===== config.mk =====
export PLATFORM = sky130hd
export DESIGN_NAME = websocket_server_deframer
export DESIGN_NICKNAME = d
export VERILOG_FILES = /design/src/rtl/wsd_pkg.sv /design/src/rtl/wsd_core.sv /design/src/rtl/websocket_server_deframer.sv
export SDC_FILE = /design/constraint.sdc
export NUM_CORES = 1
export LEC_CHECK = 0
export ABC_CLOCK_PERIOD_IN_PS = 11400
export BUFFER_PORTS_ARGS = -buffer_cell sky130_fd_sc_hd__buf_2
export CORE_ASPECT_RATIO = 0.6
export CORE_UTILIZATION = 44
export CTS_BUF_LIST = sky130_fd_sc_hd__clkbuf_8
export DETAILED_ROUTE_END_ITERATION = 10
export GPL_TIMING_DRIVEN = 0
export PLACE_DENSITY = 0.68
export SYNTH_ARGS = -nofsm -noshare
export SYNTH_HDL_FRONTEND = slang
export SYNTH_SLANG_ARGS = --single-unit

===== constraint.sdc =====
create_clock -name clk_i -period 11.4 [get_ports clk_i]
set_clock_uncertainty 0.05 [all_clocks]
set_input_delay 0 -clock clk_i [delete_from_list [all_inputs] [get_ports clk_i]]
set_output_delay 0 -clock clk_i [all_outputs]
set_load 0.01 [all_outputs]

===== src/rtl/wsd_pkg.sv =====
// shared types and constants for the websocket server deframer
`default_nettype none

package wsd_pkg;

  // width of the length limit and of the running lengths, and the reset limit
  localparam int unsigned LenW = 24;
  localparam logic [LenW-1:0] MaxLenReset = 24'd1048576;

  // largest payload of a control frame
  localparam logic [LenW-1:0] CtrlMaxLen = 24'd125;

  // seven-bit length codes that announce an extended length
  localparam logic [6:0] Len7Ext16 = 7'd126;
  localparam logic [6:0] Len7Ext64 = 7'd127;

  // extended length and mask byte counts, minus one
  localparam logic [2:0] Ext16Cnt = 3'd1;
  localparam logic [2:0] Ext64Cnt = 3'd7;
  localparam logic [2:0] MaskLastCnt = 3'd3;

  // frame opcodes
  localparam logic [3:0] OP_CONT  = 4'h0;
  localparam logic [3:0] OP_TEXT  = 4'h1;
  localparam logic [3:0] OP_BIN   = 4'h2;
  localparam logic [3:0] OP_CLOSE = 4'h8;
  localparam logic [3:0] OP_PING  = 4'h9;
  localparam logic [3:0] OP_PONG  = 4'hA;

  // result kinds
  localparam logic [1:0] KIND_TEXT  = 2'd0;
  localparam logic [1:0] KIND_PING  = 2'd1;
  localparam logic [1:0] KIND_CLOSE = 2'd2;
  localparam logic [1:0] KIND_ERROR = 2'd3;

  // protocol error codes
  localparam logic [2:0] ERR_NONE        = 3'd0;
  localparam logic [2:0] ERR_FRAME_LARGE = 3'd1;
  localparam logic [2:0] ERR_BAD_CTRL    = 3'd2;
  localparam logic [2:0] ERR_UNMASKED    = 3'd3;
  localparam logic [2:0] ERR_ORPHAN_CONT = 3'd4;
  localparam logic [2:0] ERR_DATA_MID    = 3'd5;
  localparam logic [2:0] ERR_BAD_OPCODE  = 3'd6;
  localparam logic [2:0] ERR_MSG_LARGE   = 3'd7;

  // parser phase, one-hot
  typedef enum logic [4:0] {
    PH_HEAD0   = 5'b00001,
    PH_HEAD1   = 5'b00010,
    PH_EXTLEN  = 5'b00100,
    PH_MASK    = 5'b01000,
    PH_PAYLOAD = 5'b10000
  } phase_e;

  // one result from the parser core
  typedef struct packed {
    logic       valid;
    logic [1:0] kind;
    logic       has_byte;
    logic [7:0] data;
    logic       last;
    logic [2:0] err;
  } result_t;

endpackage

`default_nettype wire


===== src/rtl/wsd_core.sv =====
// frame parser state and per-byte decode of the websocket deframer
`default_nettype none

module wsd_core
  import wsd_pkg::*;
(
  input  wire logic            clk_i,
  input  wire logic            rst_ni,
  input  wire logic            step_i,
  input  wire logic [7:0]      byte_i,
  input  wire logic [LenW-1:0] limit_i,
  output result_t              result_o
);

  phase_e          phase_q, phase_d;
  logic [2:0]      cnt_q, cnt_d;
  logic            final_q, final_d;
  logic [3:0]      op_q, op_d;
  logic [LenW-1:0] len_q, len_d;
  logic            over_q, over_d;
  logic [31:0]     key_q, key_d;
  logic [1:0]      idx_q, idx_d;
  logic            in_msg_q, in_msg_d;
  logic            is_text_q, is_text_d;
  logic [LenW-1:0] msg_len_q, msg_len_d;
  logic            halted_q, halted_d;
  logic            masked_q, masked_d;

  // header completion inputs
  logic            hd_take;
  logic [LenW-1:0] hd_len;
  logic            hd_over;
  logic            hd_masked;
  logic            is_ctrl;
  logic [LenW:0]   msg_sum;
  logic [2:0]      hd_err;

  // payload datapath
  logic [7:0]      key_byte;
  logic [7:0]      plain;
  logic [LenW-1:0] len_dec;
  logic            fe_take;
  logic            fe_has;

  // header length and mask bit as seen at the byte that completes the header
  always_comb begin
    hd_take   = 1'b0;
    hd_len    = '0;
    hd_over   = 1'b0;
    hd_masked = masked_q;
    case (phase_q)
      PH_HEAD1: begin
        hd_take   = (byte_i[6:0] != Len7Ext16) && (byte_i[6:0] != Len7Ext64);
        hd_len    = {{(LenW-7){1'b0}}, byte_i[6:0]};
        hd_masked = byte_i[7];
      end
      PH_EXTLEN: begin
        hd_take = (cnt_q == '0);
        hd_len  = {len_q[LenW-9:0], byte_i};
        hd_over = over_q | (len_q[LenW-1:LenW-8] != '0);
      end
      default: begin
        hd_take = 1'b0;
      end
    endcase
  end

  // header error check, first failing rule wins
  always_comb begin
    is_ctrl = (op_q == OP_CLOSE) || (op_q == OP_PING) || (op_q == OP_PONG);
    msg_sum = {1'b0, msg_len_q} + {1'b0, hd_len};
    hd_err  = ERR_NONE;
    if (hd_over || (hd_len > limit_i)) begin
      hd_err = ERR_FRAME_LARGE;
    end else if (is_ctrl && ((hd_len > CtrlMaxLen) || !final_q)) begin
      hd_err = ERR_BAD_CTRL;
    end else if (!hd_masked) begin
      hd_err = ERR_UNMASKED;
    end else if (op_q == OP_CONT) begin
      if (!in_msg_q) begin
        hd_err = ERR_ORPHAN_CONT;
      end else if (is_text_q && (msg_sum > {1'b0, limit_i})) begin
        hd_err = ERR_MSG_LARGE;
      end
    end else if ((op_q == OP_TEXT) || (op_q == OP_BIN)) begin
      if (in_msg_q) begin
        hd_err = ERR_DATA_MID;
      end
    end else if (!is_ctrl) begin
      hd_err = ERR_BAD_OPCODE;
    end
  end

  // unmasking with the rotating key byte
  always_comb begin
    case (idx_q)
      2'd0:    key_byte = key_q[31:24];
      2'd1:    key_byte = key_q[23:16];
      2'd2:    key_byte = key_q[15:8];
      default: key_byte = key_q[7:0];
    endcase
    plain   = byte_i ^ key_byte;
    len_dec = (len_q != '0) ? (len_q - 1'b1) : len_q;
  end

  // next state and result for the byte on hand
  always_comb begin
    phase_d   = phase_q;
    cnt_d     = cnt_q;
    final_d   = final_q;
    op_d      = op_q;
    len_d     = len_q;
    over_d    = over_q;
    key_d     = key_q;
    idx_d     = idx_q;
    in_msg_d  = in_msg_q;
    is_text_d = is_text_q;
    msg_len_d = msg_len_q;
    halted_d  = halted_q;
    masked_d  = masked_q;
    fe_take   = 1'b0;
    fe_has    = 1'b0;
    result_o  = '0;

    if (step_i && !halted_q) begin
      case (phase_q)
        PH_HEAD0: begin
          final_d = byte_i[7];
          op_d    = byte_i[3:0];
          phase_d = PH_HEAD1;
        end
        PH_HEAD1: begin
          masked_d = byte_i[7];
          len_d    = '0;
          over_d   = 1'b0;
          phase_d  = PH_EXTLEN;
          if (byte_i[6:0] == Len7Ext16) begin
            cnt_d = Ext16Cnt;
          end else begin
            cnt_d = Ext64Cnt;
          end
        end
        PH_EXTLEN: begin
          len_d  = hd_len;
          over_d = hd_over;
          cnt_d  = cnt_q - 1'b1;
        end
        PH_MASK: begin
          key_d = {key_q[23:0], byte_i};
          if (cnt_q != MaskLastCnt) begin
            cnt_d = cnt_q + 1'b1;
          end else begin
            cnt_d = '0;
            idx_d = '0;
            if (len_q == '0) begin
              fe_take = 1'b1;
            end else begin
              phase_d = PH_PAYLOAD;
            end
          end
        end
        PH_PAYLOAD: begin
          idx_d = idx_q + 1'b1;
          len_d = len_dec;
          if (len_dec == '0) begin
            fe_take = 1'b1;
            fe_has  = 1'b1;
          end else if ((op_q <= OP_BIN) && is_text_q) begin
            result_o = '{valid: 1'b1, kind: KIND_TEXT, has_byte: 1'b1, data: plain,
                         last: 1'b0, err: ERR_NONE};
          end else if (op_q == OP_PING) begin
            result_o = '{valid: 1'b1, kind: KIND_PING, has_byte: 1'b1, data: plain,
                         last: 1'b0, err: ERR_NONE};
          end
        end
        default: begin
          phase_d = PH_HEAD0;
        end
      endcase

      // header complete: report an error or set up the message and mask
      if (hd_take) begin
        if (hd_err != ERR_NONE) begin
          halted_d = 1'b1;
          result_o = '{valid: 1'b1, kind: KIND_ERROR, has_byte: 1'b0, data: 8'd0,
                       last: 1'b0, err: hd_err};
        end else begin
          if (op_q <= OP_BIN) begin
            if (op_q == OP_CONT) begin
              if (is_text_q) begin
                msg_len_d = msg_sum[LenW-1:0];
              end
            end else begin
              is_text_d = (op_q == OP_TEXT);
              msg_len_d = (op_q == OP_TEXT) ? hd_len : '0;
            end
            in_msg_d = !final_q;
          end
          len_d   = hd_len;
          over_d  = hd_over;
          phase_d = PH_MASK;
          cnt_d   = '0;
          key_d   = '0;
          idx_d   = '0;
        end
      end

      // end of frame payload
      if (fe_take) begin
        phase_d = PH_HEAD0;
        if (op_q <= OP_BIN) begin
          if (is_text_q && (fe_has || final_q)) begin
            result_o = '{valid: 1'b1, kind: KIND_TEXT, has_byte: fe_has,
                         data: fe_has ? plain : 8'd0, last: final_q, err: ERR_NONE};
          end
        end else if (op_q == OP_PING) begin
          result_o = '{valid: 1'b1, kind: KIND_PING, has_byte: fe_has,
                       data: fe_has ? plain : 8'd0, last: 1'b1, err: ERR_NONE};
        end else if (op_q == OP_CLOSE) begin
          halted_d = 1'b1;
          result_o = '{valid: 1'b1, kind: KIND_CLOSE, has_byte: 1'b0, data: 8'd0,
                       last: 1'b0, err: ERR_NONE};
        end
      end
    end
  end

  // parser state registers
  always_ff @(posedge clk_i or negedge rst_ni) begin
    if (!rst_ni) begin
      phase_q   <= PH_HEAD0;
      cnt_q     <= '0;
      final_q   <= 1'b0;
      op_q      <= '0;
      len_q     <= '0;
      over_q    <= 1'b0;
      key_q     <= '0;
      idx_q     <= '0;
      in_msg_q  <= 1'b0;
      is_text_q <= 1'b0;
      msg_len_q <= '0;
      halted_q  <= 1'b0;
      masked_q  <= 1'b0;
    end else begin
      phase_q   <= phase_d;
      cnt_q     <= cnt_d;
      final_q   <= final_d;
      op_q      <= op_d;
      len_q     <= len_d;
      over_q    <= over_d;
      key_q     <= key_d;
      idx_q     <= idx_d;
      in_msg_q  <= in_msg_d;
      is_text_q <= is_text_d;
      msg_len_q <= msg_len_d;
      halted_q  <= halted_d;
      masked_q  <= masked_d;
    end
  end

endmodule

`default_nettype wire


===== src/rtl/websocket_server_deframer.sv =====
// top level of the websocket server deframer
// Usage: client-to-server websocket stream bytes enter on the in channel
// (in_valid_i / in_ready_o / data_byte_i), one request per byte. Results leave
// on the out channel: text bytes, ping bytes for a pong reply, a close
// indication, or a protocol error code; a byte may yield no result.
// The max_message_len limit is written on the cfg channel, which is always
// ready; write it only while no bytes are in flight.
// Path: an accepted byte sits in the input register, and its decode is captured
// in the output register, which presents the result.
// Throughput: one byte per cycle while the out channel is not held, set by the
// single decode stage between the input register and the output register.
// Stall: while the out channel is held, the decode stage stops and the input
// register holds one byte; in_ready_o drops once both are full.
// Reset: parser waits for the first header byte, limit returns to 1048576.
// After a protocol error or a close, all further bytes are taken and dropped
// until reset.
`default_nettype none

module websocket_server_deframer
  import wsd_pkg::*;
(
  input  wire logic            clk_i,
  input  wire logic            rst_ni,
  input  wire logic            cfg_valid_i,
  output logic                 cfg_ready_o,
  input  wire logic [LenW-1:0] cfg_max_message_len_i,
  input  wire logic            in_valid_i,
  output logic                 in_ready_o,
  input  wire logic [7:0]      data_byte_i,
  output logic                 out_valid_o,
  input  wire logic            out_ready_i,
  output logic [1:0]           kind_o,
  output logic                 has_byte_o,
  output logic [7:0]           payload_byte_o,
  output logic                 last_o,
  output logic [2:0]           error_code_o
);

  logic [LenW-1:0] limit_q;
  logic            in_valid_q, in_valid_d;
  logic [7:0]      in_byte_q;
  logic            out_valid_q, out_valid_d;
  result_t         out_q;
  logic            advance;
  result_t         result;

  // limit register
  assign cfg_ready_o = 1'b1;

  always_ff @(posedge clk_i or negedge rst_ni) begin
    if (!rst_ni) begin
      limit_q <= MaxLenReset;
    end else if (cfg_valid_i) begin
      limit_q <= cfg_max_message_len_i;
    end
  end

  // decode advances when the output register is free or draining
  assign advance    = in_valid_q && (!out_valid_q || out_ready_i);
  assign in_ready_o = !in_valid_q || advance;

  // input register valid
  always_comb begin
    in_valid_d = in_valid_q;
    if (advance) begin
      in_valid_d = 1'b0;
    end
    if (in_valid_i && in_ready_o) begin
      in_valid_d = 1'b1;
    end
  end

  always_ff @(posedge clk_i or negedge rst_ni) begin
    if (!rst_ni) begin
      in_valid_q <= 1'b0;
    end else begin
      in_valid_q <= in_valid_d;
    end
  end

  always_ff @(posedge clk_i) begin
    if (in_valid_i && in_ready_o) begin
      in_byte_q <= data_byte_i;
    end
  end

  // frame parser
  wsd_core u_core (
    .clk_i    (clk_i),
    .rst_ni   (rst_ni),
    .step_i   (advance),
    .byte_i   (in_byte_q),
    .limit_i  (limit_q),
    .result_o (result)
  );

  // output register
  always_comb begin
    out_valid_d = out_valid_q;
    if (out_ready_i) begin
      out_valid_d = 1'b0;
    end
    if (advance && result.valid) begin
      out_valid_d = 1'b1;
    end
  end

  always_ff @(posedge clk_i or negedge rst_ni) begin
    if (!rst_ni) begin
      out_valid_q <= 1'b0;
    end else begin
      out_valid_q <= out_valid_d;
    end
  end

  always_ff @(posedge clk_i) begin
    if (advance && result.valid) begin
      out_q <= result;
    end
  end

  assign out_valid_o    = out_valid_q;
  assign kind_o         = out_q.kind;
  assign has_byte_o     = out_q.has_byte;
  assign payload_byte_o = out_q.data;
  assign last_o         = out_q.last;
  assign error_code_o   = out_q.err;

endmodule

`default_nettype wire

# Word-level counts from Yosys, hierarchy flattened
# Index checks and enable logic that the tools add are counted.
[word_totals]
regBits = 149
input_bits = 37
wordCells = 160
[classes]
addsub = 5
n_lt_le_gt_ge = 4
eq_ne = 17
mux = 72
bitwise_logic = 4
reduce_logical = 36
[op_table]
columns = ["operator", "count"]
rows = [
  ["16-bit two-way mux", 12],
  ["24-bit two-way mux", 6],
  ["32-bit two-way mux", 3],
  ["24-bit one-hot mux with 3 select lines", 1],
  ["24-bit zero test", 2],
  ["24-bit one-hot mux with 2 select lines", 1],
  ["3-bit two-way mux", 13],
  ["24-bit by 24-bit adder with 25-bit output", 1],
  ["25-bit by 24-bit > comparator with 1-bit output", 1],
  ["5-bit two-way mux", 5],
  ["24-bit > comparator", 1],
  ["24-bit by 7-bit > comparator with 1-bit output (second input constant)", 1],
  ["8-bit one-hot mux with 3 select lines", 1],
  ["24-bit nonzero test", 1],
  ["24-bit by 1-bit subtractor with 24-bit output (second input constant)", 1],
  ["1-bit two-way mux", 20],
  ["5-bit one-hot mux with 4 select lines", 1],
  ["7-bit inequality test (second input constant)", 2],
  ["4-bit == test (second input constant)", 3],
  ["5-bit AND reduction", 2],
  ["1-bit logical AND", 9],
  ["3-bit one-hot mux with 3 select lines", 1],
  ["1-bit logical OR", 8],
  ["8-bit two-way mux", 1],
  ["other kinds (32)", 41],
]

# Logic depth before layout (Yosys ltp)
[depth]
word_depth = 21
ltp_mapped = 29

# Modules after synthesis
# Synthesis repeated with hierarchy kept, for this count alone.
[hier_totals]
cells_unflattened = 1141
hier_area_um2 = 10500.1
[by_module_without_submodules]
columns = ["module", "instances", "cells_each", "area_per_inst_um2", "seq_area_each_um2"]
rows = [
  ["wsd_core", 1, 1055, 8703.3, 2503.7],
  ["websocket_server_deframer", 1, 86, 1796.7, 1342.5],
]

# Worst setup path after synthesis
# Ideal clock, no wire load.
[synth_path]
path_type = "register to register"
startpoint = "register u_core.phase_q[4]"
endpoint = "register u_core.msg_len_q[10]"
setup_ns = 0.125
arrival_ns = 6.150
required_ns = 11.225
path_slack_ns = 5.075
stages_incl_launch_ff = 29
path_buffers = 3
path_cell_list = "dfrtp_1 clkbuf_1 nor4_1 clkbuf_1 nand2_1 inv_1 ha_1 inv_1 fa_1 nor2b_1 o31a_1 o21ai_0 nand2_1 a2111oi_0 nor3_1 a31oi_1 xnor2_1 ha_1 a21o_1 a21oi_1 o221ai_1 a21o_1 o31ai_2 or3b_4 a2111oi_4 nand3_2 nor2_4 buf_12 mux2_4"
[synth_via]
elab_chain_cells = 14
word_cells_on_any_way = 26
cone_classes = "1 x add/sub; 3 x order compare; 2 x eq/ne; 13 x mux; 1 x bitwise; 6 x reduce/logical"
[synth_lines]
columns = ["item", "line_no", "text"]
rows = [
  ["start, declared", "wsd_core.sv:15", "phase_e phase_q, phase_d;"],
  ["start signal, assigned", "wsd_core.sv:245", "phase_q <= phase_d;"],
  ["5-bit by 3-bit == test with 1-bit output or 5-bit by 2-bit == test with 1-bit output (tied branches)", "wsd_core.sv:51", "case (phase_q)"],
  ["24-bit one-hot mux with 2 select lines", "wsd_core.sv:51", ""],
  ["24-bit by 24-bit adder with 25-bit output", "wsd_core.sv:71", "msg_sum = {1'b0, msg_len_q} + {1'b0, hd_len};"],
  ["25-bit by 24-bit > comparator with 1-bit output", "wsd_core.sv:82", "end else if (is_text_q && (msg_sum > {1'b0, limit_i})) begin"],
  ["1-bit logical AND", "wsd_core.sv:82", ""],
  ["3-bit two-way mux", "wsd_core.sv:82", ""],
  ["3-bit two-way mux", "wsd_core.sv:80", "if (!in_msg_q) begin"],
  ["3-bit two-way mux", "wsd_core.sv:79", "end else if (op_q == OP_CONT) begin"],
  ["3-bit two-way mux", "wsd_core.sv:77", "end else if (!hd_masked) begin"],
  ["3-bit two-way mux", "wsd_core.sv:75", "end else if (is_ctrl && ((hd_len > CtrlMaxLen) || !final_q)) begin"],
  ["3-bit two-way mux", "wsd_core.sv:73", "if (hd_over || (hd_len > limit_i)) begin"],
  ["3-bit nonzero test", "wsd_core.sv:183", "if (hd_err != ERR_NONE) begin"],
  ["1-bit inverter (no source line)", "n/a", ""],
  ["5-bit AND reduction (no source line)", "n/a", ""],
  ["end signal, assigned", "wsd_core.sv:255", "msg_len_q <= msg_len_d;"],
  ["end, declared", "wsd_core.sv:25", "logic [LenW-1:0] msg_len_q, msg_len_d;"],
]
# Parallel ways exist; a longest one is shown, timed or not. The select of a mux whose other input is x is not followed.
# A chain may end at the register's enable or synchronous reset.

# Worst setup path after layout
[layout_path]
startpoint = "register u_core.phase_q[4]"
endpoint = "register out_q, in the netlist error_code_o[2] (enable)"
[layout_via]
elab_chain_cells = 20
word_cells_on_any_way = 39
cone_classes = "1 x add/sub; 3 x order compare; 4 x eq/ne; 23 x mux; 8 x reduce/logical"
[layout_lines]
columns = ["item", "line_no", "text"]
rows = [
  ["5-bit by 3-bit == test with 1-bit output or 5-bit by 2-bit == test with 1-bit output (tied branches)", "wsd_core.sv:51", ""],
  ["24-bit one-hot mux with 2 select lines", "wsd_core.sv:51", ""],
  ["24-bit by 24-bit adder with 25-bit output", "wsd_core.sv:71", ""],
  ["25-bit by 24-bit > comparator with 1-bit output", "wsd_core.sv:82", ""],
  ["1-bit logical AND", "wsd_core.sv:82", ""],
  ["3-bit two-way mux", "wsd_core.sv:82", ""],
  ["3-bit two-way mux", "wsd_core.sv:80", ""],
  ["3-bit two-way mux", "wsd_core.sv:79", ""],
  ["[4 not listed]", "n/a", ""],
  ["16-bit two-way mux", "wsd_core.sv:183", ""],
  ["16-bit two-way mux", "wsd_core.sv:182", "if (hd_take) begin"],
  ["16-bit two-way mux", "wsd_core.sv:219", "end else if (op_q == OP_CLOSE) begin"],
  ["16-bit two-way mux", "wsd_core.sv:216", "end else if (op_q == OP_PING) begin"],
  ["16-bit two-way mux", "wsd_core.sv:211", "if (op_q <= OP_BIN) begin"],
  ["16-bit two-way mux (*)", "wsd_core.sv:209", "if (fe_take) begin"],
  ["16-bit two-way mux (*)", "wsd_core.sv:125", "if (step_i && !halted_q) begin"],
  ["1-bit logical AND (*)", "websocket_server_deframer.sv:117", "if (advance && result.valid) begin"],
  ["end signal, assigned", "websocket_server_deframer.sv:118", "out_q <= result;"],
  ["end, declared", "websocket_server_deframer.sv:43", "result_t out_q;"],
]
# Every way passes the cells marked *; elsewhere a longest branch is shown, timed or not. The select of a mux whose other input is x is not followed.

==> impl_metrics.py <==
metrics = {
    "finish": {
        "finalCoreUtilization_pct": 52.4,
        "final_cell_count_no_fill": 1532,
        "area_growth_syn_to_layout_pct": 15.8,
        "layout-drive-gt1-share_pct": 11.9,
        "final_nets": 1328,
    },
    "clock_network": {
        "cts-resized-gates": 0,
        "post_cts.repair.setup_buffers": 0,
        "ctsHtreeMaxLevel": 4,
        "clock_insertion_delay_at_the_later_pin_of_the_skew_report_ns": 0.49,
        "cts.sink_count": 149,
        "cts_buffers": 17,
        "hold_buffers": 51,
        "cts_tree": "done",
        "clock_path_buffers": 2,
        "clkTransAtPathRegs_ns": 0.10,
        "cts_root_buffer": "sky130_fd_sc_hd__clkbuf_8",
    },
    "sta": {
        "final_critical_delay_including_setup_and_external_delays_ns": 9.25,
        "grt_setup_unrepaired": "no",
        "achievable-frequency_mhz": 108,
        "final.period_utilization_pct": 81.2,
        "timing.max_slew.rel_slack_pct": 2.55,
        "timing_hold_violations_final": 0,
        "worst-slew-pin-transition_ns": 1.45,
        "setup_violations": 0,
        "finalSetupTns_ns": 0,
        "timing_max_transition_violations_final": 0,
    },
    "synthesis": {
        "post_synth_main_area_contributors": "sky130_fd_sc_hd__dfrtp_1 (31%), sky130_fd_sc_hd__ha_1 (9.9%), sky130_fd_sc_hd__edfxtp_1 (6.8%)",
        "synth.most_common_cell": "sky130_fd_sc_hd__dfrtp_1",
        "ys_seq_elements": 149,
        "synth_nets": 1204,
        "syn-instance-count": 1086,
        "synth.avg_cell_area_um2": 9.29,
        "prevailing_post_synth_register_cell": "sky130_fd_sc_hd__dfrtp_1",
        "synth-warning-count": 0,
        "post_synth_and_or_nand_nor_area_fraction_pct": 17.1,
        "main_combinational_cell_family_by_area_after_synthesis": "compound AO/OA/AOI/OAI gates",
        "portion_of_the_post_synthesis_area_used_by_sequential_elements_pct": 38.1,
        "synth_edf_count": 23,
        "asr_flop_ratio_synth_pct": 84.6,
        "syn_area_um2": 10100,
        "yosys.area_share.adder_pct": 10.2,
        "synth.top_cells.by_count": "sky130_fd_sc_hd__dfrtp_1 (124), sky130_fd_sc_hd__o21ai_0 (106), sky130_fd_sc_hd__nand2_1 (98)",
        "netlist.top_cell.by_area": "sky130_fd_sc_hd__dfrtp_1",
        "synth_top_area_share_pct": 30.8,
        "synth_compound_area_share_pct": 22.9,
        "parity_gate_share_of_the_synthesized_area_counting_xor_and_xnor_cells_pct": 2.78,
        "yosysUniqueCellTypes": 78,
        "yosys-mux-area-fraction_pct": 4.24,
    },
    "global_route": {
        "grt_max_degree": 65,
        "grt_use_total_pct": 27.6,
        "first_pass_grt_wire_length_um": 48900,
        "grt_antenna_before_repair": 1,
        "first_global_vias": 8520,
        "overflow": 0,
    },
    "route": {
        "drt_wl_total_um": 31400,
        "drt_drc_violations_left": 0,
        "via_count": 9117,
        "first_pass_iters": 6,
        "routed_via_density": 5.95,
        "detailedRoute.firstIterationViolations": 1133,
        "detail-route-antenna-nets": 0,
        "routedWlPerCell_um": 20.5,
    },
    "critical_path": {
        "path_max_fanout": 15,
        "critical_path_arrival_ns": 9.23,
        "end_kind": "flop",
        "criticalPathCategory": "flop to flop",
        "crit_start": "u_core.phase_q[4]",
        "reg_to_reg_startpoint": "u_core.phase_q[4]",
        "timing.critical_path.required_ns": 11.37,
        "worstSetupStartpointType": "flop",
    },
    "placement": {
        "routability_driven_placement_congestion_ratio": 1.01,
        "io_buffers": 52,
        "estimated_wirelength_of_the_detail_placed_design_um": 23300,
        "post-place-cells": 1448,
    },
    "floorplanning": {
        "die-height_um": 119,
        "top_level_ports": 55,
        "core_area_um2": 22300,
        "core_rows": 42,
        "initial_core_util_pct": 45.3,
        "fp.dieW_um": 197,
        "fp.dieArea_um2": 23600,
    },
    "power_and_ir_drop": {
        "final_total_power_w": 0.00214,
        "power_leakage_nw": 5.20,
        "power_density_nw_per_um2": 183,
        "worst_ir_drop_on_vdd_mv": 0.114,
    },
    "flow_run": {
        "maxCapViolCount": 0,
    },
    "status": {
        "status": "finished, final reports clean",
    },
    "worst_hold_path": {
        "min_path_type": "primary input to async pin",
    },
}
[path summary, 6_finish.rpt]
check                                  endpoint  cells after the start  slack, ns
worst max-delay path            error_code_o[2]                     27       2.15
worst min-delay path                limit_q[22]                      2       0.02
worst max register to register  error_code_o[2]                     27       2.15
worst min register to register  u_core.masked_q                      2       0.44
max in group asynchronous       u_core.len_q[6]                      3      10.53
min in group clk_i                  limit_q[23]                      3       0.04
[cells by family (layout without fill, tap and decap cells)]
logic type / count (synthesis) / after routing
AOI/OAI and AO/OA: 345 / 345
xor gates and xnor gates: 32 / 32
adders and majority gates: 82 / 82
buffers and inverters: 106 / 243
DFF: 149 / 149
muxes: 32 / 32
other: 1 / 2
and+or+nand+nor: 339 / 339
[metal layers]
layer / wire length (um) / vias to the layer above / share of wire (%) / track usage, %
met5: 0 / - / 0 / 0
met4: 348 / 0 / 1.1 / 6.59
met1: 16000 / 4345 / 51 / 44.8
met2: 11400 / 462 / 36 / 33.8
li1: - / 4279 / - / -
met3: 3620 / 31 / 12 / 8.72
[stage by stage]
stage               area, um^2  setup slack (ns)  hold slack (ns)
floorplan                10100              5.07           -0.346
global placement         10700              2.72            0.131
detailed placement       10800              2.60          -0.0145
CTS                      11700              2.55          0.00715
global route             11700              1.81           0.0530
finish                   11700              2.15           0.0243
[where the power goes]
| part | total, W | switching (W) | leakage, nW | internal, W |
|---|---|---|---|---|
| clock network | 0.000429 | 0.000246 | 0.200 | 0.000183 |
| registers | 0.000687 | 0.0000768 | 1.88 | 0.000610 |
| logic | 0.00102 | 0.000674 | 3.12 | 0.000346 |
| total | 0.00214 | 0.000997 | 5.20 | 0.00114 |
[sequential cells by signal (all words and copies together) (netlist names), 3 cells and up]
name / flops
u_core.phase_q: 5
u_core.cnt_q: 3
limit_q: 24
u_core.len_q: 24
in_byte_q: 8
u_core.op_q: 4
u_core.key_q: 32
payload_byte_o: 8
u_core.msg_len_q: 24
error_code_o: 3
[worst max-delay path, cell delays in order (launching register included)]
cell and delay (ns):
sky130_fd_sc_hd__dfrtp_1 0.41, sky130_fd_sc_hd__clkbuf_1 0.21, sky130_fd_sc_hd__nor4_1 1.09, sky130_fd_sc_hd__clkbuf_1 0.57, sky130_fd_sc_hd__nand2_1 0.32, sky130_fd_sc_hd__inv_1 0.18
sky130_fd_sc_hd__ha_1 0.21, sky130_fd_sc_hd__inv_1 0.08, sky130_fd_sc_hd__fa_1 0.43, sky130_fd_sc_hd__nor2b_1 0.20, sky130_fd_sc_hd__o31a_1 0.28, sky130_fd_sc_hd__o21ai_0 0.22
sky130_fd_sc_hd__nand2_1 0.15, sky130_fd_sc_hd__a2111oi_0 0.11, sky130_fd_sc_hd__nor3_1 0.33, sky130_fd_sc_hd__a31oi_1 0.15, sky130_fd_sc_hd__xnor2_1 0.19, sky130_fd_sc_hd__ha_1 0.33
sky130_fd_sc_hd__nand4_1 0.10, sky130_fd_sc_hd__nor2_1 0.36, sky130_fd_sc_hd__nand3_1 0.28, sky130_fd_sc_hd__a21o_1 0.27, sky130_fd_sc_hd__o31ai_2 0.34, sky130_fd_sc_hd__or3b_4 0.45
sky130_fd_sc_hd__a2111oi_4 0.63, sky130_fd_sc_hd__nand2_1 0.19, sky130_fd_sc_hd__nand2_1 0.15, sky130_fd_sc_hd__nand2b_1 0.53
[layout make-up]
cell class                 instances  area (um^2)
antenna                            1         2.50
multi-input combinational        831         5770
tap                              308          385
fill                            2116        10600
clock buffer                      17          234
inverter                          52          195
timing repair buffer             105          816
buffer                            54          272
sequential                       149         3850
clock inverter                    15          158
[cell usage in the layout (no fill, tap or decap), types with 10 or more instances in the layout]
cell | netlist | final
sky130_fd_sc_hd__clkbuf_1 | 43 | 43
sky130_fd_sc_hd__nand2_1 | 98 | 98
sky130_fd_sc_hd__mux2_4 | 19 | 19
sky130_fd_sc_hd__ha_1 | 80 | 80
sky130_fd_sc_hd__a21o_1 | 15 | 15
sky130_fd_sc_hd__a211oi_1 | 11 | 11
sky130_fd_sc_hd__nor4_1 | 11 | 11
sky130_fd_sc_hd__a22o_1 | 60 | 60
sky130_fd_sc_hd__dfrtp_1 | 124 | 124
sky130_fd_sc_hd__nor2_1 | 79 | 79
sky130_fd_sc_hd__o21ai_0 | 106 | 106
sky130_fd_sc_hd__a21oi_1 | 67 | 67
sky130_fd_sc_hd__edfxtp_1 | 23 | 23
sky130_fd_sc_hd__dlygate4sd3_1 | 0 | 51
sky130_fd_sc_hd__nand3_1 | 27 | 27
sky130_fd_sc_hd__mux2_2 | 10 | 10
sky130_fd_sc_hd__nand2b_1 | 17 | 17
sky130_fd_sc_hd__nor3_1 | 20 | 20
sky130_fd_sc_hd__buf_2 | 2 | 53
sky130_fd_sc_hd__clkbuf_8 | 0 | 17
sky130_fd_sc_hd__inv_1 | 52 | 52
sky130_fd_sc_hd__or4_1 | 10 | 10
sky130_fd_sc_hd__a31oi_1 | 15 | 15
sky130_fd_sc_hd__xnor2_1 | 24 | 24
sky130_fd_sc_hd__and2_1 | 17 | 17
(Power assumes the default switching activity.)
